[config.mk]
export PLATFORM = sky130hd
export DESIGN_NAME = triangle_strip_fan_to_list
export DESIGN_NICKNAME = d
export VERILOG_FILES = /design/src/rtl/tsfl_pkg.sv /design/src/rtl/tsfl_regs.sv /design/src/rtl/tsfl_in_stage.sv /design/src/rtl/tsfl_assemble.sv /design/src/rtl/triangle_strip_fan_to_list.sv
export SDC_FILE = /design/constraint.sdc
export NUM_CORES = 1
export LEC_CHECK = 0
export ABC_AREA = 1
export BUFFER_PORTS_ARGS = -buffer_cell sky130_fd_sc_hd__buf_4
export CELL_PAD_IN_SITES_DETAIL_PLACEMENT = 0
export CELL_PAD_IN_SITES_GLOBAL_PLACEMENT = 1
export CORE_MARGIN = 1.5
export CORE_UTILIZATION = 44
export CTS_BUF_LIST = sky130_fd_sc_hd__clkbuf_8 sky130_fd_sc_hd__clkbuf_16
export DETAILED_ROUTE_END_ITERATION = 12
export PLACE_DENSITY_LB_ADDON = 0.1
export SETUP_SLACK_MARGIN = 0.2
export SYNTH_ARGS = -nofsm -noshare
export SYNTH_HDL_FRONTEND = slang
export SYNTH_HIERARCHICAL = 1
export SYNTH_SLANG_ARGS = --single-unit
[constraint.sdc]
create_clock -name clk -period 6.5 [get_ports clk]
set_clock_uncertainty 0.05 [all_clocks]
set_input_delay 0.325 -clock clk [delete_from_list [all_inputs] [get_ports clk]]
set_output_delay 0.325 -clock clk [all_outputs]
set_load 0.01 [all_outputs]
[src/rtl/tsfl_pkg.sv]
// shared types and constants for the triangle strip/fan to list assembler
`default_nettype none

package tsfl_pkg;

  // topology codes held in the mode register
  localparam logic [1:0] MODE_LIST   = 2'd0;
  localparam logic [1:0] MODE_STRIP  = 2'd1;
  localparam logic [1:0] MODE_FAN    = 2'd2;
  // spare code, assembles as a list
  localparam logic [1:0] MODE_UNUSED = 2'd3;

  // configuration port layout: register i at byte address 4*i
  localparam int ADDR_W = 3;
  localparam logic REG_PRIM_MODE   = 1'b0;
  localparam logic REG_BASE_VERTEX = 1'b1;

  localparam int IDX_W = 16;

  typedef logic [IDX_W-1:0] idx_t;

  // configuration seen by the datapath
  typedef struct packed {
    logic [1:0] prim_mode;
    idx_t       base_vertex;
  } cfg_t;

  // rebased index waiting in the input register
  typedef struct packed {
    logic valid;
    idx_t index;
    logic last;
  } item_t;

endpackage

`default_nettype wire

[src/rtl/tsfl_regs.sv]
// configuration registers behind the APB-style port
`default_nettype none

module tsfl_regs (
  input  wire logic                       clk,
  input  wire logic                       rst,
  input  wire logic                       psel,
  input  wire logic                       penable,
  input  wire logic                       pwrite,
  input  wire logic [tsfl_pkg::ADDR_W-1:0] paddr,
  input  wire logic [31:0]                pwdata,
  output logic      [31:0]                prdata,
  output logic                            pready,
  output tsfl_pkg::cfg_t                  cfg
);
  import tsfl_pkg::*;

  logic wr_en;

  assign pready = 1'b1;
  assign wr_en  = psel && penable && pwrite && pready;

  // register writes, decoded on the word address
  always_ff @(posedge clk) begin
    if (rst) begin
      cfg.prim_mode   <= MODE_LIST;
      cfg.base_vertex <= '0;
    end else if (wr_en) begin
      unique case (paddr[2])
        REG_PRIM_MODE:   cfg.prim_mode   <= pwdata[1:0];
        REG_BASE_VERTEX: cfg.base_vertex <= pwdata[IDX_W-1:0];
        default: ;
      endcase
    end
  end

  // read back
  always_comb begin
    unique case (paddr[2])
      REG_PRIM_MODE:   prdata = {30'd0, cfg.prim_mode};
      REG_BASE_VERTEX: prdata = {{(32-IDX_W){1'b0}}, cfg.base_vertex};
      default:         prdata = '0;
    endcase
  end

endmodule

`default_nettype wire

[src/rtl/tsfl_in_stage.sv]
// input register: takes one index request and rebases it
`default_nettype none

module tsfl_in_stage (
  input  wire logic            clk,
  input  wire logic            rst,
  input  wire logic            s_tvalid,
  output logic                 s_tready,
  input  wire logic [15:0]     s_tdata,   // [15:0] vertex_index
  input  wire logic            s_tlast,   // last_index
  input  wire tsfl_pkg::idx_t  base_vertex,
  input  wire logic            advance,
  output tsfl_pkg::item_t      item
);
  import tsfl_pkg::*;

  // free when empty or when the held item moves on this cycle
  assign s_tready = !item.valid || advance;

  // valid flag, plus payload: rebased index, wraps modulo 2^16
  always_ff @(posedge clk) begin
    if (rst) begin
      item.valid <= 1'b0;
    end else if (s_tvalid && s_tready) begin
      item.valid <= 1'b1;
    end else if (advance) begin
      item.valid <= 1'b0;
    end
    if (s_tvalid && s_tready) begin
      item.index <= s_tdata[IDX_W-1:0] + base_vertex;
      item.last  <= s_tlast;
    end
  end

endmodule

`default_nettype wire

[src/rtl/tsfl_assemble.sv]
// assembly state and triangle result register
`default_nettype none

module tsfl_assemble (
  input  wire logic            clk,
  input  wire logic            rst,
  input  wire tsfl_pkg::item_t item,
  input  wire logic [1:0]      prim_mode,
  output logic                 advance,
  output logic                 m_tvalid,
  input  wire logic            m_tready,
  output logic [47:0]          m_tdata,   // [15:0] corner_a, [31:16] corner_b, [47:32] corner_c
  output logic                 m_tlast    // final_triangle
);
  import tsfl_pkg::*;

  idx_t       fan_anchor, older_index, newer_index;
  logic [1:0] fill_count;
  logic       odd_triangle;

  idx_t       fan_anchor_next, older_index_next, newer_index_next;
  logic [1:0] fill_count_next;
  logic       odd_triangle_next;
  logic       emit;
  idx_t       tri_a, tri_b, tri_c;

  // item moves on when the result register can take its request
  assign advance = item.valid && (!m_tvalid || m_tready);

  // next state and triangle for the held index
  always_comb begin
    fan_anchor_next   = fan_anchor;
    older_index_next  = older_index;
    newer_index_next  = newer_index;
    fill_count_next   = fill_count;
    odd_triangle_next = odd_triangle;
    emit  = 1'b0;
    tri_a = older_index;
    tri_b = newer_index;
    tri_c = item.index;
    priority if (fill_count == 2'd0) begin
      if (prim_mode == MODE_FAN) fan_anchor_next = item.index;
      else                       older_index_next = item.index;
      fill_count_next = 2'd1;
    end else if (fill_count == 2'd1) begin
      if (prim_mode == MODE_FAN) older_index_next = item.index;
      else                       newer_index_next = item.index;
      fill_count_next = 2'd2;
    end else begin
      emit = 1'b1;
      unique case (prim_mode)
        MODE_STRIP: begin
          if (odd_triangle) begin
            tri_b = item.index;
            tri_c = newer_index;
          end
          older_index_next  = newer_index;
          newer_index_next  = item.index;
          odd_triangle_next = !odd_triangle;
        end
        MODE_FAN: begin
          tri_b = item.index;
          tri_c = fan_anchor;
          older_index_next = item.index;
        end
        // list, and the unused code behaves as list
        default: begin
          fill_count_next = 2'd0;
        end
      endcase
    end
    // end of draw drops partial triangles
    if (item.last) begin
      fan_anchor_next   = '0;
      older_index_next  = '0;
      newer_index_next  = '0;
      fill_count_next   = 2'd0;
      odd_triangle_next = 1'b0;
    end
  end

  // assembly state
  always_ff @(posedge clk) begin
    if (rst) begin
      fan_anchor   <= '0;
      older_index  <= '0;
      newer_index  <= '0;
      fill_count   <= 2'd0;
      odd_triangle <= 1'b0;
    end else if (advance) begin
      fan_anchor   <= fan_anchor_next;
      older_index  <= older_index_next;
      newer_index  <= newer_index_next;
      fill_count   <= fill_count_next;
      odd_triangle <= odd_triangle_next;
    end
  end

  // result register valid
  always_ff @(posedge clk) begin
    if (rst) begin
      m_tvalid <= 1'b0;
    end else if (advance && emit) begin
      m_tvalid <= 1'b1;
    end else if (m_tready) begin
      m_tvalid <= 1'b0;
    end
  end

  // result register payload
  always_ff @(posedge clk) begin
    if (advance && emit) begin
      m_tdata <= {tri_c, tri_b, tri_a};
      m_tlast <= item.last;
    end
  end

endmodule

`default_nettype wire

[src/rtl/triangle_strip_fan_to_list.sv]
// Triangle strip/fan to list assembler, top level.
// A closing index request passes through the input register; its triangle is then held in the result register.
// Throughput: one index per cycle, set by the input register and the result register
// handing over in the same cycle; the master side stalling holds both stages.
// Reset (rst, synchronous): empties both stages, clears assembly state,
// mode returns to triangle list and base vertex to zero.
`default_nettype none

module triangle_strip_fan_to_list (
  input  wire logic                        clk,
  input  wire logic                        rst,
  input  wire logic                        s_tvalid,
  output logic                             s_tready,
  input  wire logic [15:0]                 s_tdata,  // [15:0] vertex_index
  input  wire logic                        s_tlast,  // last_index
  output logic                             m_tvalid,
  input  wire logic                        m_tready,
  output logic [47:0]                      m_tdata,  // [15:0] corner_a, [31:16] corner_b, [47:32] corner_c
  output logic                             m_tlast,  // final_triangle
  input  wire logic                        psel,
  input  wire logic                        penable,
  input  wire logic                        pwrite,
  input  wire logic [tsfl_pkg::ADDR_W-1:0] paddr,
  input  wire logic [31:0]                 pwdata,
  output logic [31:0]                      prdata,
  output logic                             pready
);
  import tsfl_pkg::*;

  cfg_t  cfg;
  item_t item;
  logic  advance;

  tsfl_regs u_regs (
    .clk     (clk),
    .rst     (rst),
    .psel    (psel),
    .penable (penable),
    .pwrite  (pwrite),
    .paddr   (paddr),
    .pwdata  (pwdata),
    .prdata  (prdata),
    .pready  (pready),
    .cfg     (cfg)
  );

  tsfl_in_stage u_in (
    .clk         (clk),
    .rst         (rst),
    .s_tvalid    (s_tvalid),
    .s_tready    (s_tready),
    .s_tdata     (s_tdata),
    .s_tlast     (s_tlast),
    .base_vertex (cfg.base_vertex),
    .advance     (advance),
    .item        (item)
  );

  tsfl_assemble u_asm (
    .clk       (clk),
    .rst       (rst),
    .item      (item),
    .prim_mode (cfg.prim_mode),
    .advance   (advance),
    .m_tvalid  (m_tvalid),
    .m_tready  (m_tready),
    .m_tdata   (m_tdata),
    .m_tlast   (m_tlast)
  );

endmodule

`default_nettype wire

# [Word level (Yosys, flattened, before mapping)]
# Cells that the tools add are included.
[op_classes] addsub=1 eq_ne=9 n_mux=35 bitwise=1 n_reduce_logical=26
[op_table] op="2-to-1 mux 16 bit" count=17
[op_table] op="one-hot mux 16 bit (2 select lines)" count=3
[op_table] op="one-hot mux 32 bit (2 select lines)" count=1
[op_table] op="adder 16 bit" count=1
[op_table] op="AND reduction 4 bit" count=3
[op_table] op="2-to-1 mux 1 bit" count=10
[op_table] op="nonzero test 2 bit" count=5
[op_table] op="2-to-1 mux 2 bit" count=4
[op_table] op="inequality test 3 bit (second input constant)" count=2
[op_table] op="AND reduction 2 bit" count=3
[op_table] op="logical AND 1 bit" count=5
[op_table] op="== test 2 x 1 -> 1 bit (second input constant)" count=2
[op_table] op="inequality test 2 bit (second input constant)" count=2
[op_table] op="inequality test 4 x 1 -> 1 bit (second input constant)" count=1
[op_table] op="inequality test 4 x 2 -> 1 bit (second input constant)" count=1
[op_table] op="nonzero test 4 bit" count=1
[op_table] op="zero test 1 bit" count=3
[op_table] op="AND reduction 3 bit" count=1
[op_table] op="nonzero test 3 bit" count=1
[op_table] op="== test 2 bit (second input constant)" count=1
[op_table] op="zero test 2 bit" count=1
[op_table] op="logical OR 1 bit" count=2
[op_table] op="OR reduction 2 bit" count=1
[op_table] op="NOT 1 bit" count=1
[totals] reg_bits=137 input_bits=59 output_inout_bits=84 word_cells=85

# [Logic depth before layout (Yosys ltp)]
# Gate-level depths: netlist of the first run.
[depth] ltp_word=6 depth_mapped=11 ltp_nobuf=10

# [Modules after synthesis]
# Netlist of the first run, hierarchy kept.
[by_module_without_submodules] mod="tsfl_assemble" instances=1 cells_each=527 area_each_um2=4615.7 seq_area_each_um2=2512.4
[by_module_without_submodules] mod="tsfl_in_stage" instances=1 cells_each=198 area_each_um2=1466.4 seq_area_each_um2=530.5
[by_module_without_submodules] mod="tsfl_regs" instances=1 cells_each=174 area_each_um2=1087.3 seq_area_each_um2=360.3

# [Least setup slack after synthesis of the first run]
# No wires, ideal clock.
[synth_path] kind="register to register" startpoint="reg u_asm.m_tvalid" endpoint="reg u_asm.m_tdata[0] (enable)" setup_ns=0.458 arrival_time_ns=2.641 t_required_ns=5.992 path_slack_ns=3.351 stages_incl_launch_ff=4 n_path_buf=0 synth_period_minus_slack_ns=3.149 path_cell_list="dfxtp_1 -> inv_1 -> o21ai_1 -> nor2_1"
[synth_between] elab_chain_len=4
[synth_rtl] item="start, declared" line="tsfl_assemble.sv:10" source="output logic m_tvalid,"
[synth_rtl] item="start signal, assigned" line="tsfl_assemble.sv:102" source="m_tvalid <= 1'b0;"
[synth_rtl] item="start signal, assigned" line="tsfl_assemble.sv:104" source="m_tvalid <= 1'b1;"
[synth_rtl] item="start signal, assigned" line="tsfl_assemble.sv:106" source="m_tvalid <= 1'b0;"
[synth_rtl] item="zero test 1 bit" line="tsfl_assemble.sv:28" source="assign advance = item.valid && (!m_tvalid || m_tready);"
[synth_rtl] item="logical OR 1 bit" line="tsfl_assemble.sv:28"
[synth_rtl] item="logical AND 1 bit" line="tsfl_assemble.sv:28"
[synth_rtl] item="logical AND 1 bit" line="tsfl_assemble.sv:112" source="if (advance && emit) begin"
[synth_rtl] item="end signal, assigned" line="tsfl_assemble.sv:113" source="m_tdata <= {tri_c, tri_b, tri_a};"
[synth_rtl] item="end, declared" line="tsfl_assemble.sv:12" source="output logic [47:0] m_tdata,"
# No other way between the ends.
# A chain may end at the register's enable or synchronous reset.

# [Final worst setup path of the first run]
[layout_path] startpoint="reg u_regs/cfg[16] (netlist name)" endpoint="reg u_asm.m_tdata[43] (data pin)"
[layout_between] elab_chain_len=4 elab_cells_between_ends=5 classes_between="eq/ne: 2; mux: 3"
[layout_rtl] item="== test 2 bit / == test 2 x 1 -> 1 bit (equally long branches)" line="tsfl_assemble.sv:51" source="unique case (prim_mode)"
[layout_rtl] item="one-hot mux 16 bit (2 select lines) (*)" line="tsfl_assemble.sv:51"
[layout_rtl] item="2-to-1 mux 16 bit (*)" line="tsfl_assemble.sv:45" source="end else if (fill_count == 2'd1) begin"
[layout_rtl] item="2-to-1 mux 16 bit (*)" line="tsfl_assemble.sv:41" source="priority if (fill_count == 2'd0) begin"
[layout_rtl] item="via u_asm.tri_c[11]" line="tsfl_assemble.sv:25" source="idx_t tri_a, tri_b, tri_c;"
# The timed path passes the listed nets; every way through them passes the cells marked *.

==> results.toml, run 1 <==
[clocking]
cts_setup_buffers = 0
cts-root-buf = "clkbuf_16"
clock_path_buffers = 2
cts-htree-levels = 4
cts_tree = "yes"
postCtsHoldBufs = 0
clkSinkCount = 137
numCtsBuffers = 17
clk_latency_ns = 0.42
ctsResizeCount = 0
clkTransAtPathRegs_ns = 0.06

[yosys]
synth.most_common_cell = "nand2_1"
yosys-top-cells-area = "edfxtp_1, dfxtp_1, nand2_1"
synth_compound_gate_area_share_pct = 8.69
yosys-top-cells-count = "nand2_1, inv_1, nor2_1, dfxtp_1, edfxtp_1"
async_flop_share_pct = 0
synth-xor-area-share_pct = 0.977
synth-adder-area-share_pct = 3.42
ys_ff_latch = 137
yosys.cell_types.count = 35
synth_edf_count = 66
yosys.area_share.simple_pct = 28.3
yosysTopAreaCellShare_pct = 27.6
syn_area_mm2 = 0.00717
synth_top_family_by_area = "simple AND/OR/NAND/NOR gates"
muxShareOfSynthArea_pct = 0
ys.warnings.count = 6
synth-main-ff-cell = "dfxtp_1"
yosysSeqAreaShare_pct = 47.5
yosysTopAreaCell = "edfxtp_1"
avgSynthCellArea_um2 = 7.97
synth_cells = 899

[place]
preCtsSetupSlack_ns = 3.43
hpwl_mm = 11.9
place.gp.congestion = 0.843
portBuffers = 107

[layout]
num_antenna_cells = 0
drive_above_1_share_pct = 19.8
area_growth_pct = 20.1
finalNetCount = 1067

[setup_path]
critPathTopFamily = "simple AND/OR/NAND/NOR gates"
crit_path_start_kind = "flop"
crit_fanout = 32
crit_path_top_delay_cell = "nor2_2"
cp.arrival_ns = 3.10
r2r-start = "u_regs/cfg[16]"
path_cells = "inv_1 -> ha_1 -> nor2_4 -> inv_1 -> nor2_2 -> o21ai_0"
path_common_cell = "inv_1"
endpoint_kind = "flop"
slowest_delay_ns = 0.97
r2r_slack_ns = 3.47
criticalPathCategory = "reg2reg"
crit_buf_inv = 2
crit_required_ns = 6.56
r2r_end = "u_asm/m_tdata[43]"
r2r_cells = 6

[global_routing]
grt_pass1_wl_mm = 27.4
grt_use_met3_pct = 3.79
grt_use_met2_pct = 36.7
grt_usage_pct = 21.4
overflow = 0
grt_max_degree = 44
top_usage_layer = "met2"
grt_antenna_before_repair = 0
grt.met1_usage_pct = 26.0
grt_pass1_vias = 5548

[floorplan]
pin_count = 143
core_area_mm2 = 0.0159
dieHeight_um = 131
start_util_pct = 45.1
die_x_um = 131
die_area_mm2 = 0.0171
rows = 46

[detailed_routing]
wl_per_cell_um = 14.1
finalWirelength_mm = 17.1
vias_per_cell = 4.79
drcViolationCount = 0
initialDrtViolationCount = 277
firstDrtPassIters = 5
vias = 5838
ant_nets = 0

[timing]
fin_crit_sh_pct = 46.7
slew_viol_final = 0
setup_viol = 0
fmax_mhz = 330
tightestPinTransition_ns = 1.27
setup_ws_ns = 3.47
grt_setup_unrepaired = "no"
setup_tns_ns = 0
slew_headroom_pct = 15.4
hold_viol_final = 0
min_period_ns = 3.03

[power]
cellLeakagePower_nw = 3.95
power_w = 0.00226
power_density_mw_per_mm2 = 262
peakVddDrop_uv = 186

[job]
maxCapViolCount = 0

[outcome]
outcome = "finished, final reports clean"

[min_path]
whs_path_depth = 1
holdPathEnd = "u_in/item[0]"
hold_start = "s_tlast"
hold_class = "in2reg"
## stage by stage
step                area [µm²]  hold WS [ns]  std cells  utilization [%]
finish                    8610        0.0503       1218             54.2
global route              8610        0.0345       1218             54.2
CTS                       8610        0.0335       1218             54.2
detailed placement        7990         0.363       1186             50.3
global placement          7990         0.360       1186             50.3
floorplan                 7230         0.344        914                -
## how the worst max path moves through the flow
stage / startpoint / end / slack (ns) / depth (start not counted)
floorplan: u_asm/m_tvalid / u_asm/m_tdata[0] / 3.35 / 3
global placement: u_regs/cfg[16] / u_asm/m_tdata[47] / 3.56 / 6
detailed placement: u_regs/cfg[16] / u_asm/m_tdata[43] / 3.43 / 6
CTS: u_regs/cfg[16] / u_asm/m_tdata[28] / 3.44 / 6
global route: u_regs/cfg[16] / u_asm/m_tdata[32] / 3.18 / 6
finish: u_regs/cfg[16] / u_asm/m_tdata[43] / 3.47 / 6
## flip-flops by register name (all words and copies together) (netlist names)
signal and cells:
u_asm/fan_anchor 16, u_asm/fill_count 2, u_asm/m_tdata 48, u_asm/m_tlast 1
u_asm/m_tvalid 1, u_asm/newer_index 16, u_asm/odd_triangle 1, u_asm/older_index 16
u_in/item 18, u_regs/cfg 18
## placed cells by master, fill, tap and decap left out, drive strengths merged, types with 18 or more instances in the layout
cell type / netlist / final
o22ai: 19 / 19
nand2: 211 / 211
nor2: 142 / 142
nand3: 64 / 64
edfxtp: 66 / 66
ha: 18 / 18
o21ai: 66 / 66
a21oi: 34 / 34
dfxtp: 71 / 71
buf: 40 / 109
inv: 122 / 127
## metal layers
layer  vias up  routed length, µm  part of all wire, %
li1       3037                  -                    -
met1      2601               7540                   44
met2       173               8190                   48
met3        27                898                  5.2
met4         0                508                  3.0
met5         -                  0                    0
## layout make-up
class,count,area (µm²)
inverters,122,460
clock buffers,17,425
well taps,216,270
multi-input cells,602,3040
repair buffers,109,818
flip-flops and latches,137,3400
fillers,1587,7280
clock inverters,15,190
## power breakdown
part	total, W	switching (W)	internal, W	leakage, nW
sequential	0.000978	0.0000286	0.000949	1.22
clock	0.00101	0.000394	0.000611	0.294
combinational	0.000274	0.000179	0.0000953	2.43
total	0.00226	0.000601	0.00166	3.95
## cell families (layout without fill, tap and decap cells)
group | after synthesis | count (layout)
DFF | 137 | 137
other | 2 | 17
buffers and inverters | 175 | 263
adders and majority gates | 19 | 19
and+or+nand+nor | 439 | 439
xor gates and xnor gates | 8 | 8
AOI/OAI and AO/OA | 119 | 119
Note: power is estimated with default switching activity, not from simulation.
==> run 2: changes to the inputs <==
--- a/config.mk
+++ b/config.mk
@@ -5,12 +5,12 @@
 export SDC_FILE = /design/constraint.sdc
 export NUM_CORES = 1
 export LEC_CHECK = 0
-export ABC_AREA = 1
+export ABC_AREA = 0
 export BUFFER_PORTS_ARGS = -buffer_cell sky130_fd_sc_hd__buf_4
 export CELL_PAD_IN_SITES_DETAIL_PLACEMENT = 0
 export CELL_PAD_IN_SITES_GLOBAL_PLACEMENT = 1
 export CORE_MARGIN = 1.5
-export CORE_UTILIZATION = 44
+export CORE_UTILIZATION = 43
 export CTS_BUF_LIST = sky130_fd_sc_hd__clkbuf_8 sky130_fd_sc_hd__clkbuf_16
 export DETAILED_ROUTE_END_ITERATION = 12
 export PLACE_DENSITY_LB_ADDON = 0.1
==> constraint.sdc (replaced) <==
create_clock -name clk -period 3.1 [get_ports clk]
set_clock_uncertainty 0.05 [all_clocks]
set_input_delay 0.155 -clock clk [delete_from_list [all_inputs] [get_ports clk]]
set_output_delay 0.155 -clock clk [all_outputs]
set_load 0.01 [all_outputs]
==> results.toml, run 2 <==
[global_routing]
grt_max_degree = 55
grt_antenna_before_repair = 0
grt_pass1_wl_mm = 24.9
overflow = 0
grt_usage_pct = 19.8
grt_pass1_vias = 4867

[detailed_routing]
drcViolationCount = 0
ant_nets = 0
wl_per_cell_um = 16.3
firstDrtPassIters = 5
vias = 5008
finalWirelength_mm = 15.8
initialDrtViolationCount = 245
vias_per_cell = 5.15

[setup_path]
crit_path_start_kind = "input pin"
path_cells = "dlygate4sd3_1 -> buf_4 -> ha_1 -> fa_1 -> a21o_1 -> a31oi_1 -> o21ba_2 -> o21ai_0 -> xor2_1"
crit_path_top_delay_cell = "dlygate4sd3_1"
crit_fanout = 3
slowest_delay_ns = 0.54
cp.arrival_ns = 2.48
crit_buf_inv = 2
criticalPathCategory = "in2reg"
crit_required_ns = 3.20
endpoint_kind = "flop"
critPathTopFamily = "compound AO/OA/AOI/OAI gates"

[layout]
num_antenna_cells = 0
finalInstanceArea_mm2 = 0.00844
multiInputGateArea_mm2 = 0.00301
top_register = "u_asm/m_tdata"
seqCellArea_mm2 = 0.00340
finalNetCount = 826
n_fill_cell = 1341
final_common_cell = "buf_4"
reg_top3 = "u_asm/m_tdata x48, u_in/item x18, u_regs/cfg x18"
fin_util_pct = 55.3
largest_reg_flops = 48
drive_above_1_share_pct = 22.2
layout_common_cells = "buf_4, dfxtp_1, edfxtp_1, mux2i_1, nor2_1"
area_growth_pct = 24.8

[timing]
slew_viol_final = 0
hold_viol_final = 0
fmax_mhz = 420
tightestPinTransition_ns = 1.00
slew_headroom_pct = 33.3
whs_ns = 0.0175
min_period_ns = 2.38
grt_setup_unrepaired = "no"
fin_crit_sh_pct = 76.8
setup_viol = 0
setup_tns_ns = 0

[outcome]
outcome = "finished, final reports clean"

[yosys]
synth_cells = 629
yosys-top-cells-area = "edfxtp_1, dfxtp_1, mux2i_1"
ys_ff_latch = 137
yosysSeqAreaShare_pct = 50.3
async_flop_share_pct = 0
yosysTopAreaCellShare_pct = 29.3
syn_area_mm2 = 0.00677
synth.most_common_cell = "dfxtp_1"
ys.warnings.count = 6
yosysTopAreaCell = "edfxtp_1"
yosys.cell_types.count = 58
synth-main-ff-cell = "dfxtp_1"
yosys-top-cells-count = "dfxtp_1, edfxtp_1, mux2i_1, nor2_1, nand2b_1"
avgSynthCellArea_um2 = 10.8
synth_edf_count = 66

[floorplan]
dieHeight_um = 128
core_area_mm2 = 0.0153
start_util_pct = 44.3
rows = 45
pin_count = 143
die_area_mm2 = 0.0165
die_x_um = 128

[job]
maxCapViolCount = 0

[power]
cellLeakagePower_nw = 3.60
clockPowerShare_pct = 45.1
peakVddDrop_uv = 365
switchingPower_w = 0.000993
netSwitchingFraction_pct = 23.0
p_comb_share_pct = 8.4
power_density_mw_per_mm2 = 510
power.internal_w = 0.00332
p_seq_share_pct = 46.5

[place]
place.gp.congestion = 0.774
portBuffers = 107
dpl_cell_area_mm2 = 0.00767
hpwl_mm = 10.4

[clocking]
cts-htree-levels = 4
cts_tree = "yes"
ctsResizeCount = 0
clock_path_buffers = 2
cts_setup_buffers = 0
clkSinkCount = 137
numCtsBuffers = 17
cts-root-buf = "clkbuf_16"
clk_latency_ns = 0.41
clkTransAtPathRegs_ns = 0.06

[min_path]
hold_class = "in2reg"
[run 2: cell types whose count changed after synthesis, sizes merged, moves of 39 or more]
| cell | previous run | this run |
|---|---|---|
| inv | 122 | 22 |
| nand2b | 0 | 39 |
| o21ai | 66 | 17 |
| nor2 | 142 | 58 |
| mux2i | 0 | 65 |
| nand3 | 64 | 23 |
| nand2 | 211 | 28 |
[run 2: final cells by class]
cell class	count	area share (%)
flip-flops and latches	137	40.3
inverters	22	0.978
clock inverters	14	1.56
clock buffers	18	5.20
repair buffers	142	13.2
well taps	211	3.13
multi-input cells	428	35.6
[run 2: power by group through the flow]
stage               Combinational [W]  Clock [W]  Sequential [W]
finish                       0.000363    0.00194         0.00200
global route                 0.000401    0.00206         0.00201
global placement             0.000334          0         0.00204
detailed placement           0.000341          0         0.00204
floorplan                    0.000258          0         0.00202
CTS                          0.000363    0.00199         0.00200
[run 2: final timing paths]
kind | slack, ns | cells past startpoint | startpoint | end
max | 0.72 | 9 | s_tdata[0] | u_in/item[11]
min | 0.02 | 2 | rst | u_asm/fill_count[0]
max reg2reg | 0.81 | 7 | u_regs/cfg[0] | u_in/item[11]
min reg2reg | 0.38 | 0 | u_asm/older_index[12] | u_asm/m_tdata[12]
[run 2: kinds of logic after synthesis]
logic type | share of synthesized area [%]
AND/OR/NAND/NOR | 14.4
flip-flops | 50.3
AO/OA/AOI/OAI | 13.8
buffers and inverters | 6.14
multiplexers | 9.95
adder cells (fa/ha/maj) | 3.62
XOR/XNOR | 1.68
other | 0.111
[run 2: what timing repair did]
item | 4_1_cts | 5_1_grt
endpoints found under the hold margin | 21 | 0
hold buffers | 20 | 0
setup endpoints to repair | 0 | 0
[run 2: layer usage]
layer	GRT usage (%)	wire length, µm	share of wire [%]	vias up
met1	24.2	7110	45	2375
li1	-	-	-	2480
met4	7.27	266	1.7	0
met2	33.8	7680	49	134
met3	5.07	761	4.8	19
met5	0	0	0	-
[run 2: through the flow]
stage	std cells	setup WS [ns]	power, W
after floorplan	644	0.751	0.00227
after global placement	920	0.868	0.00237
after detailed placement	920	0.827	0.00238
after CTS	972	0.743	0.00435
after global routing	972	0.637	0.00447
final	972	0.721	0.00431
